### src/ssgle_pkg.sv
package ssgle_pkg;

  // field and coordinate widths
  localparam int COORD_BITS = 11;
  localparam int BOX_BITS   = 7;
  localparam int MAX_BOX    = 64;
  localparam int DIGIT_BITS = 4;
  localparam int POS_BITS   = 10;
  localparam int SEG_BITS   = 3;
  localparam int IN_BITS    = 24;
  localparam int OUT_BITS   = 48;
  localparam int CNT_BITS   = 4;
  localparam int PC_BITS    = 4;

  typedef logic [COORD_BITS-1:0] coord_t;
  typedef logic [PC_BITS-1:0]    upc_t;
  typedef logic [SEG_BITS-1:0]   seg_t;

  // register indexes
  localparam logic REG_BOX_WIDTH  = 1'b0;
  localparam logic REG_BOX_HEIGHT = 1'b1;

  // segment numbers
  localparam seg_t SEG_NONE = 3'd0;
  localparam seg_t SEG_TOP  = 3'd1;
  localparam seg_t SEG_UL   = 3'd2;
  localparam seg_t SEG_UR   = 3'd3;
  localparam seg_t SEG_MID  = 3'd4;
  localparam seg_t SEG_LL   = 3'd5;
  localparam seg_t SEG_LR   = 3'd6;
  localparam seg_t SEG_BOT  = 3'd7;

  // micro-operations and branch conditions
  typedef enum logic [2:0] {
    OP_SETUP0,
    OP_SETUP1,
    OP_BAR,
    OP_VERT,
    OP_BAD,
    OP_DONE
  } uop_t;

  typedef enum logic [1:0] {
    CND_NONE,
    CND_ZERO,
    CND_REPEAT,
    CND_COL
  } ucond_t;

  typedef struct packed {
    uop_t   op;
    ucond_t cond;
    seg_t   seg;
    upc_t   jmp;
    upc_t   nxt;
  } uword_t;

  // step addresses
  localparam upc_t PC_SETUP0 = 4'd0;
  localparam upc_t PC_SETUP1 = 4'd1;
  localparam upc_t PC_TOP    = 4'd2;
  localparam upc_t PC_BOT    = 4'd3;
  localparam upc_t PC_MID    = 4'd4;
  localparam upc_t PC_UL     = 4'd5;
  localparam upc_t PC_UR     = 4'd6;
  localparam upc_t PC_LL     = 4'd7;
  localparam upc_t PC_LR     = 4'd8;
  localparam upc_t PC_DONE   = 4'd9;
  localparam upc_t PC_BAD    = 4'd10;

  // control store
  function automatic uword_t ucode(input upc_t pc);
    uword_t w;
    case (pc)
      PC_SETUP0: w = '{OP_SETUP0, CND_NONE,   SEG_NONE, PC_DONE, PC_SETUP1};
      PC_SETUP1: w = '{OP_SETUP1, CND_ZERO,   SEG_NONE, PC_DONE, PC_TOP};
      PC_TOP:    w = '{OP_BAR,    CND_REPEAT, SEG_TOP,  PC_TOP,  PC_BOT};
      PC_BOT:    w = '{OP_BAR,    CND_REPEAT, SEG_BOT,  PC_BOT,  PC_MID};
      PC_MID:    w = '{OP_BAR,    CND_REPEAT, SEG_MID,  PC_MID,  PC_UL};
      PC_UL:     w = '{OP_VERT,   CND_NONE,   SEG_UL,   PC_UR,   PC_UR};
      PC_UR:     w = '{OP_VERT,   CND_NONE,   SEG_UR,   PC_LL,   PC_LL};
      PC_LL:     w = '{OP_VERT,   CND_NONE,   SEG_LL,   PC_LR,   PC_LR};
      PC_LR:     w = '{OP_VERT,   CND_COL,    SEG_LR,   PC_UL,   PC_DONE};
      PC_BAD:    w = '{OP_BAD,    CND_NONE,   SEG_NONE, PC_DONE, PC_DONE};
      default:   w = '{OP_DONE,   CND_NONE,   SEG_NONE, PC_DONE, PC_DONE};
    endcase
    return w;
  endfunction

  // lit segments per digit, bit k is segment k+1
  function automatic logic [6:0] glyph_mask(input logic [DIGIT_BITS-1:0] d);
    logic [6:0] m;
    case (d)
      4'd0:    m = 7'h77;
      4'd1:    m = 7'h24;
      4'd2:    m = 7'h5D;
      4'd3:    m = 7'h6D;
      4'd4:    m = 7'h2E;
      4'd5:    m = 7'h6B;
      4'd6:    m = 7'h7B;
      4'd7:    m = 7'h25;
      4'd8:    m = 7'h7F;
      4'd9:    m = 7'h6F;
      default: m = 7'h00;
    endcase
    return m;
  endfunction

  // corner gap (t + 1) / 3, at least 1, for thickness up to 9
  function automatic logic [1:0] gap_of(input logic [CNT_BITS-1:0] t);
    logic [1:0] g;
    case (t)
      4'd5, 4'd6, 4'd7: g = 2'd2;
      4'd8, 4'd9:       g = 2'd3;
      default:          g = 2'd1;
    endcase
    return g;
  endfunction

endpackage

### src/seven_segment_glyph_line_emitter.sv
// channel   dir  handshake              payload
// in_       in   in_tvalid/in_tready    digit, pos_x, pos_y
// out_      out  out_tvalid/out_tready  span endpoints, segment; is_line, last
// cfg_      in   cfg_valid/cfg_ready    register index, write data
//
// a digit runs the setup steps, the bars and the vertical column steps, with thickness t
// up to 9; the step counter of the control store visits every row of a lit bar, one row
// of an unlit bar and every vertical column step, one step a cycle while not stalled.
// an invalid digit emits one beat and ends; a digit with zero thickness ends after setup.
// rst_n is synchronous; it restores box 26 x 41 and drops all beats in flight.
// a full output register with out_tready low freezes the sequencer on the emitting step.
module seven_segment_glyph_line_emitter (
  input  logic                                clk,
  input  logic                                rst_n,
  input  logic                                in_tvalid,
  output logic                                in_tready,
  // digit [3:0], pos_x [13:4], pos_y [23:14]
  input  logic [ssgle_pkg::IN_BITS-1:0]       in_tdata,
  output logic                                out_tvalid,
  input  logic                                out_tready,
  // x_start [10:0], y_start [21:11], x_end [32:22], y_end [43:33],
  // segment [46:44], zero [47]
  output logic [ssgle_pkg::OUT_BITS-1:0]      out_tdata,
  // is_line [0]
  output logic                                out_tuser,
  output logic                                out_tlast,
  input  logic                                cfg_valid,
  output logic                                cfg_ready,
  input  logic                                cfg_index,
  input  logic [ssgle_pkg::BOX_BITS-1:0]      cfg_data
);
  import ssgle_pkg::*;

  // configuration and item registers
  logic [BOX_BITS-1:0] width_r, height_r;
  logic                busy_r, busy_nxt;
  upc_t                pc_r, pc_nxt;
  logic [CNT_BITS-1:0] cnt_r, cnt_nxt;
  logic [6:0]          mask_r;
  logic [POS_BITS-1:0] px_r, py_r;

  // glyph geometry
  logic [CNT_BITS-1:0] t_r, t_nxt;
  logic [1:0]          g_r, g_nxt;
  logic [5:0]          m0_r, m0_nxt;
  logic [2:0]          jpeak_r, jpeak_nxt;

  // result register
  logic   out_valid_r;
  coord_t xs_r, ys_r, xe_r, ye_r;
  seg_t   seg_r;
  logic   line_r, last_r;

  uword_t              uw;
  logic [BOX_BITS-1:0] w_c, h_c;
  logic                in_fire, lit, emit_req, stall, emit_fire, take, more;
  coord_t              xs, ys, xe, ye;
  logic                is_line, last;

  assign uw        = ucode(pc_r);
  assign in_tready = !busy_r;
  assign in_fire   = in_tvalid && in_tready;
  assign cfg_ready = 1'b1;

  // box size clamped to the largest box
  assign w_c = (width_r > BOX_BITS'(MAX_BOX)) ? BOX_BITS'(MAX_BOX) : width_r;
  assign h_c = (height_r > BOX_BITS'(MAX_BOX)) ? BOX_BITS'(MAX_BOX) : height_r;

  // thickness: (6h+20)/41 by reciprocal 25/1024, w/3 by 43/128
  logic [8:0]          th_x;
  logic [13:0]         th_prod;
  logic [12:0]         w_prod;
  logic [5:0]          wd3;
  logic [CNT_BITS-1:0] t_raw, t_lo;
  logic [7:0]          m_tmp;
  always_comb begin
    th_x    = 9'(h_c) * 9'd6 + 9'd20;
    th_prod = 14'(th_x) * 14'd25;
    t_raw   = th_prod[13:10];
    w_prod  = 13'(w_c) * 13'd43;
    wd3     = w_prod[12:7];
    t_lo    = (t_raw < 4'd2) ? 4'd2 : t_raw;
    t_nxt   = (6'(t_lo) > wd3) ? wd3[3:0] : t_lo;
  end

  // gap, middle bar row and tip peak column from thickness
  always_comb begin
    g_nxt     = gap_of(t_r);
    m_tmp     = 8'(h_c) + 8'd1 - 8'(t_r);
    m0_nxt    = m_tmp[7] ? 6'd0 : m_tmp[6:1];
    jpeak_nxt = (t_r[3:1] == 3'd0) ? 3'd0 : t_r[3:1] - 3'd1;
  end

  // span endpoints for the current step
  coord_t     px_c, py_c, wm1, hm1, gi, inset, tip, ts, te, bs, be, lx, rx;
  logic [5:0] dd, dd_abs;
  logic [4:0] dj, dj_abs;
  logic       later;
  always_comb begin
    px_c   = coord_t'(px_r);
    py_c   = coord_t'(py_r);
    wm1    = coord_t'(w_c) - coord_t'(1);
    hm1    = coord_t'(h_c) - coord_t'(1);
    gi     = coord_t'(g_r) + coord_t'(cnt_r);
    // diamond inset of the middle bar
    dd     = {1'b0, cnt_r, 1'b0} + 6'd1 - 6'(t_r);
    dd_abs = dd[5] ? -dd : dd;
    inset  = coord_t'({g_r, 1'b0}) + coord_t'(dd_abs[5:1]);
    // pointed tips of the verticals
    dj     = 5'(cnt_r) - 5'(jpeak_r);
    dj_abs = dj[4] ? -dj : dj;
    tip    = coord_t'(jpeak_r) - coord_t'(dj_abs);
    ts     = gi;
    te     = coord_t'(m0_r) - coord_t'(1) + tip;
    bs     = coord_t'(m0_r) + coord_t'(t_r) - tip;
    be     = hm1 - gi;
    lx     = px_c + coord_t'(cnt_r);
    rx     = px_c + wm1 - coord_t'(cnt_r);

    lit     = 1'b0;
    later   = 1'b0;
    xs      = '0;
    ys      = '0;
    xe      = '0;
    ye      = '0;
    is_line = 1'b0;
    last    = 1'b0;
    case (uw.seg)
      SEG_TOP: begin
        lit = mask_r[0];
        xs  = px_c + gi;
        xe  = px_c + wm1 - gi;
        ys  = py_c + coord_t'(cnt_r);
        ye  = ys;
      end
      SEG_BOT: begin
        lit = mask_r[6];
        xs  = px_c + gi;
        xe  = px_c + wm1 - gi;
        ys  = py_c + hm1 - coord_t'(cnt_r);
        ye  = ys;
      end
      SEG_MID: begin
        lit = mask_r[3];
        xs  = px_c + inset;
        xe  = px_c + wm1 - inset;
        ys  = py_c + coord_t'(m0_r) + coord_t'(cnt_r);
        ye  = ys;
      end
      SEG_UL: begin
        lit   = mask_r[1];
        later = mask_r[2] | mask_r[4] | mask_r[5];
        xs    = lx;
        xe    = lx;
        ys    = py_c + ts;
        ye    = py_c + te;
      end
      SEG_UR: begin
        lit   = mask_r[2];
        later = mask_r[4] | mask_r[5];
        xs    = rx;
        xe    = rx;
        ys    = py_c + ts;
        ye    = py_c + te;
      end
      SEG_LL: begin
        lit   = mask_r[4];
        later = mask_r[5];
        xs    = lx;
        xe    = lx;
        ys    = py_c + bs;
        ye    = py_c + be;
      end
      SEG_LR: begin
        lit = mask_r[5];
        xs  = rx;
        xe  = rx;
        ys  = py_c + bs;
        ye  = py_c + be;
      end
      default: begin
        lit = 1'b0;
      end
    endcase

    // last column step with no lit vertical after this one ends the glyph
    more = (5'(cnt_r) + 5'd1) < 5'(t_r);
    if (uw.op == OP_BAD) begin
      last    = 1'b1;
      is_line = 1'b0;
    end else begin
      last    = (uw.op == OP_VERT) && !more && !later;
      is_line = 1'b1;
    end
  end

  // output handshake against the result register
  always_comb begin
    emit_req  = busy_r && ((((uw.op == OP_BAR) || (uw.op == OP_VERT)) && lit)
                           || (uw.op == OP_BAD));
    stall     = emit_req && out_valid_r && !out_tready;
    emit_fire = emit_req && !stall;
  end

  // sequencer next step
  always_comb begin
    busy_nxt = busy_r;
    pc_nxt   = pc_r;
    cnt_nxt  = cnt_r;
    take     = 1'b0;
    case (uw.cond)
      CND_ZERO:   take = (t_r == '0);
      CND_REPEAT: take = lit && more;
      CND_COL:    take = more;
      default:    take = 1'b0;
    endcase
    if (!busy_r) begin
      if (in_fire) begin
        busy_nxt = 1'b1;
        cnt_nxt  = '0;
        pc_nxt   = (in_tdata[DIGIT_BITS-1:0] > 4'd9) ? PC_BAD : PC_SETUP0;
      end
    end else if (!stall) begin
      if ((uw.op == OP_DONE) || (uw.op == OP_BAD)) begin
        busy_nxt = 1'b0;
      end else begin
        pc_nxt = take ? uw.jmp : uw.nxt;
        if (take && ((uw.cond == CND_REPEAT) || (uw.cond == CND_COL))) begin
          cnt_nxt = cnt_r + 4'd1;
        end else if (uw.cond == CND_REPEAT) begin
          cnt_nxt = '0;
        end
      end
    end
  end

  // control registers
  always_ff @(posedge clk) begin
    if (!rst_n) begin
      width_r     <= BOX_BITS'(26);
      height_r    <= BOX_BITS'(41);
      busy_r      <= 1'b0;
      pc_r        <= PC_DONE;
      cnt_r       <= '0;
      out_valid_r <= 1'b0;
    end else begin
      if (cfg_valid && cfg_ready) begin
        if (cfg_index == REG_BOX_WIDTH) begin
          width_r <= cfg_data;
        end else begin
          height_r <= cfg_data;
        end
      end
      busy_r <= busy_nxt;
      pc_r   <= pc_nxt;
      cnt_r  <= cnt_nxt;
      if (emit_fire) begin
        out_valid_r <= 1'b1;
      end else if (out_tready) begin
        out_valid_r <= 1'b0;
      end
    end
  end

  // payload registers
  always_ff @(posedge clk) begin
    if (in_fire) begin
      mask_r <= glyph_mask(in_tdata[DIGIT_BITS-1:0]);
      px_r   <= in_tdata[DIGIT_BITS +: POS_BITS];
      py_r   <= in_tdata[DIGIT_BITS+POS_BITS +: POS_BITS];
    end
    if (busy_r && (uw.op == OP_SETUP0)) begin
      t_r <= t_nxt;
    end
    if (busy_r && (uw.op == OP_SETUP1)) begin
      g_r     <= g_nxt;
      m0_r    <= m0_nxt;
      jpeak_r <= jpeak_nxt;
    end
    if (emit_fire) begin
      xs_r   <= is_line ? xs : '0;
      ys_r   <= is_line ? ys : '0;
      xe_r   <= is_line ? xe : '0;
      ye_r   <= is_line ? ye : '0;
      seg_r  <= is_line ? uw.seg : SEG_NONE;
      line_r <= is_line;
      last_r <= last;
    end
  end

  // result beat
  assign out_tvalid = out_valid_r;
  assign out_tdata  = {1'b0, seg_r, ye_r, xe_r, ys_r, xs_r};
  assign out_tuser  = line_r;
  assign out_tlast  = last_r;

endmodule

### config.mk
export PLATFORM = sky130hd
export DESIGN_NAME = seven_segment_glyph_line_emitter
export DESIGN_NICKNAME = d
export VERILOG_FILES = /design/src/ssgle_pkg.sv /design/src/seven_segment_glyph_line_emitter.sv
export SDC_FILE = /design/constraint.sdc
export NUM_CORES = 1
export LEC_CHECK = 0
export ABC_AREA = 0
export BUFFER_PORTS_ARGS = -buffer_cell sky130_fd_sc_hd__buf_4
export CAP_MARGIN = 10
export CORE_ASPECT_RATIO = 1.2
export CORE_MARGIN = 1
export CORE_UTILIZATION = 25
export DETAILED_ROUTE_END_ITERATION = 12
export MAX_ROUTING_LAYER = met4
export SLEW_MARGIN = 15
export SYNTH_ARGS = -nofsm -noshare
export SYNTH_HDL_FRONTEND = slang
export SYNTH_SLANG_ARGS = --single-unit
### constraint.sdc
create_clock -name clk -period 19 [get_ports clk]
set_input_delay 0.95 -clock clk [delete_from_list [all_inputs] [get_ports clk]]
set_output_delay 0.95 -clock clk [all_outputs]
set_load 0.01 [all_outputs]
==> impl_metrics.tcl <==
set metrics [dict create \
    fin_tns_setup_ns 0 \
    dieArea_sq_um 55800 \
    grt_usage_pct 13.6 \
    die_x_microns 216 \
    dp.cells 2328 \
    end_kind "register" \
    power_density_nw_per_um2 93.2 \
    multi_input_area_sq_um 9390 \
    core_sq_um 53900 \
    final_hold_viol_count 0 \
    dpl.hpwl_microns 30100 \
    gr-total-overflow 0 \
    slew_viol_final 0 \
    synth_area_leader_cell "ha_1" \
    power_frac_seq_pct 24.3 \
    layout-drive-gt1-share_pct 9.34 \
    sw_frac_of_total_pct 41.7 \
    via_per_inst 4.71 \
    cts_sinks 131 \
    wl_per_cell_microns 15.4 \
    synth_nets 1857 \
    ant_nets 0 \
    final_cells 2361 \
    fillCellCount 5649 \
    worstPathArrival_ns 7.43 \
    yosysSeqAreaShare_pct 25.8 \
    hold_buffers 0 \
    async_flop_share_pct 0 \
    cp-start-kind "register" \
    critical_path_required_ns 19.18 \
    avgSynthCellArea_sq_um 8.81 \
    yosysTopAreaCellShare_pct 20.9 \
    cts_tree "done" \
    worst_pin_slew_ns 1.10 \
    grt_pass1_vias 11457 \
    synth_cell_types 81 \
    syn2layout_area_growth_pct 15.1 \
    setup_viol 0 \
    synth-edff-count 91 \
    synth_ff_type "edfxtp_1" \
    clk_latency_ns 0.46 \
    max_slew_margin_pct 26.7 \
    cts_setup_buffers 0 \
    cts_root_buffer "clkbuf_16" \
    rsz0062_at_grt "false" \
    cts_inserted_buffers 17 \
    ys_seq_elements 131 \
    grt_max_degree 50 \
    min_period_ns 7.25 \
    clock_path_buffers 2 \
    gp_congestion 0.918 \
    vias 11122 \
    start_util_pct 25.4 \
    antenna_found_initial 1 \
    yosysWarnings 0 \
    p_int_mw 0.856 \
    syn-cell-area_sq_um 13700 \
    period_share_pct 38.1 \
    path_class "register to register" \
    synth_area_leaders "ha_1 (21%), edfxtp_1 (20%), dfxtp_1 (5.8%), xnor2_1 (5.8%), fa_1 (5.1%)" \
    path_max_fanout 13 \
    seq_area_sq_um 3530 \
    synthCells 1556 \
    combPwrFrac_pct 52.6 \
    power_leakage_nw 7.00 \
    hold_class "register to register" \
    drv_cap 0 \
    fp-row-count 93 \
    io_pins 90 \
    peakVddDrop_uv 63.1 \
    status "completed" \
    clock.fmax_mhz 138 \
    die_h_microns 259 \
    path_clk_slew_ns 0.07 \
    clock_skew_ns 0.0129 \
    htreeDepth 4 \
    grt_first_pass_wirelength_microns 58500 \
    finalNetCount 1936 \
    p_clk_share_pct 23.1 \
    postCtsResizedCells 0 \
    p_switching_mw 0.614 \
    drt_pre_antenna_iters 5 \
    drt_iter0_markers 534 \
    io_buffers 87 \
    drt_wl_total_microns 36400 \
    drc 0 \
]
==> sequential cells by signal (all words and copies together) (netlist names), 4 cells and up <==
name and cells:
ys_r 11, py_r 10, t_r 4, xe_r 11, uw 16, width_r 7
ye_r 11, pc_r 4, mask_r 7, xs_r 11, cnt_r 4, height_r 7
px_r 10, m0_r 6
==> path summary, 6_finish.rpt <==
kind | from | end | slack [ns] | depth (start not counted)
worst max-delay path | height_r[6] | t_r[1] | 11.75 | 27
worst min-delay path | width_r[2] | width_r[2] | 0.46 | 2
worst max register to register | height_r[6] | t_r[1] | 11.75 | 27
worst min register to register | width_r[2] | width_r[2] | 0.46 | 2
==> Yosys cell counts, types with 10 or more instances <==
| library cell | instances |
|---|---|
| ha_1 | 229 |
| nand2b_1 | 26 |
| nor2_1 | 101 |
| o21a_1 | 10 |
| a21o_1 | 42 |
| nor3_1 | 23 |
| xor2_1 | 39 |
| clkbuf_1 | 28 |
| o22ai_1 | 11 |
| nand2_1 | 138 |
| nor2b_1 | 29 |
| fa_1 | 35 |
| a21oi_1 | 133 |
| a31oi_1 | 11 |
| o21bai_1 | 13 |
| a211oi_1 | 13 |
| mux2i_1 | 15 |
| and3_1 | 10 |
| dfxtp_1 | 40 |
| or3_1 | 15 |
| edfxtp_1 | 91 |
| and2_1 | 12 |
| xnor2_1 | 91 |
| inv_1 | 174 |
| nand3_1 | 29 |
| o21ai_0 | 65 |
==> critical path, stage by stage, from the launching register on <==
cell      delay (ns)
dfxtp_1         0.43
nor2b_1         0.50
ha_1            0.28
inv_1           0.07
fa_1            0.51
inv_1           0.07
ha_1            0.24
xor3_1          0.41
ha_1            0.32
ha_1            0.29
ha_1            0.33
xor2_1          0.17
ha_1            0.33
a211oi_1        0.20
a21oi_1         0.14
o41ai_1         0.62
o22ai_1         0.19
nor2_1          0.21
inv_1           0.07
ha_1            0.30
nor2b_1         0.12
o21ai_0         0.08
nand2b_1        0.07
a21oi_1         0.06
a41oi_1         0.23
nand3_1         0.12
mux2i_1         0.44
mux2i_1         0.16
==> power by group through the flow <==
stage / clock network (mW) / logic [mW] / registers [mW]
6_report: 0.339 / 0.773 / 0.358
5_1_grt: 0.356 / 0.878 / 0.360
4_1_cts: 0.347 / 0.776 / 0.358
3_5_place_dp: 0 / 0.771 / 0.364
3_3_place_gp: 0 / 0.754 / 0.364
2_1_floorplan: 0 / 0.601 / 0.357
==> cells by family after synthesis <==
kind of cell | after synthesis | synth area share, %
DFF | 131 | 25.8
and+or+nand+nor | 419 | 14.6
other | 2 | 0.0548
buffers and inverters | 211 | 5.87
adders and majority gates | 264 | 26.0
xor gates and xnor gates | 131 | 8.48
AOI/OAI and AO/OA | 375 | 17.4
muxes | 23 | 1.86
==> metrics by stage <==
step	hold slack, ns	utilization (%)	instance area (sq um)	setup slack [ns]	total power [mW]
finish	0.460	29.3	15800	11.75	1.47
global route	0.492	29.3	15800	11.23	1.59
CTS	0.463	29.3	15800	11.74	1.48
detailed placement	0.454	28.2	15200	11.73	1.13
global placement	0.448	28.2	15200	11.97	1.12
floorplan	0.432	-	13700	12.56	0.958
==> area by class of cell <==
type / count / area share (%)
Inverter: 175 / 4.16
Timing Repair Buffer: 96 / 4.57
Clock buffer: 17 / 2.70
Tap cell: 712 / 5.65
Antenna cell: 1 / 0.0159
Sequential cell: 131 / 22.4
Clock inverter: 15 / 1.02
Multi-Input combinational cell: 1214 / 59.5
==> cells in the final DEF (no fill, tap or decap), drive strengths merged, types with 42 or more instances in the layout <==
| cell | instances |
|---|---|
| a21o | 42 |
| a21oi | 133 |
| buf | 96 |
| edfxtp | 91 |
| ha | 229 |
| inv | 185 |
| nand2 | 138 |
| nor2 | 102 |
| o21ai | 69 |
| xnor2 | 91 |
==> layer usage <==
layer	wire (microns)	up-vias	global-route usage [%]
met1	15200	5288	14.4
met5	0	-	-
met3	1220	34	2.32
li1	-	5627	-
met2	19200	173	25.4
met4	744	0	4.75
No activity file was read; power rests on OpenSTA's default activity.
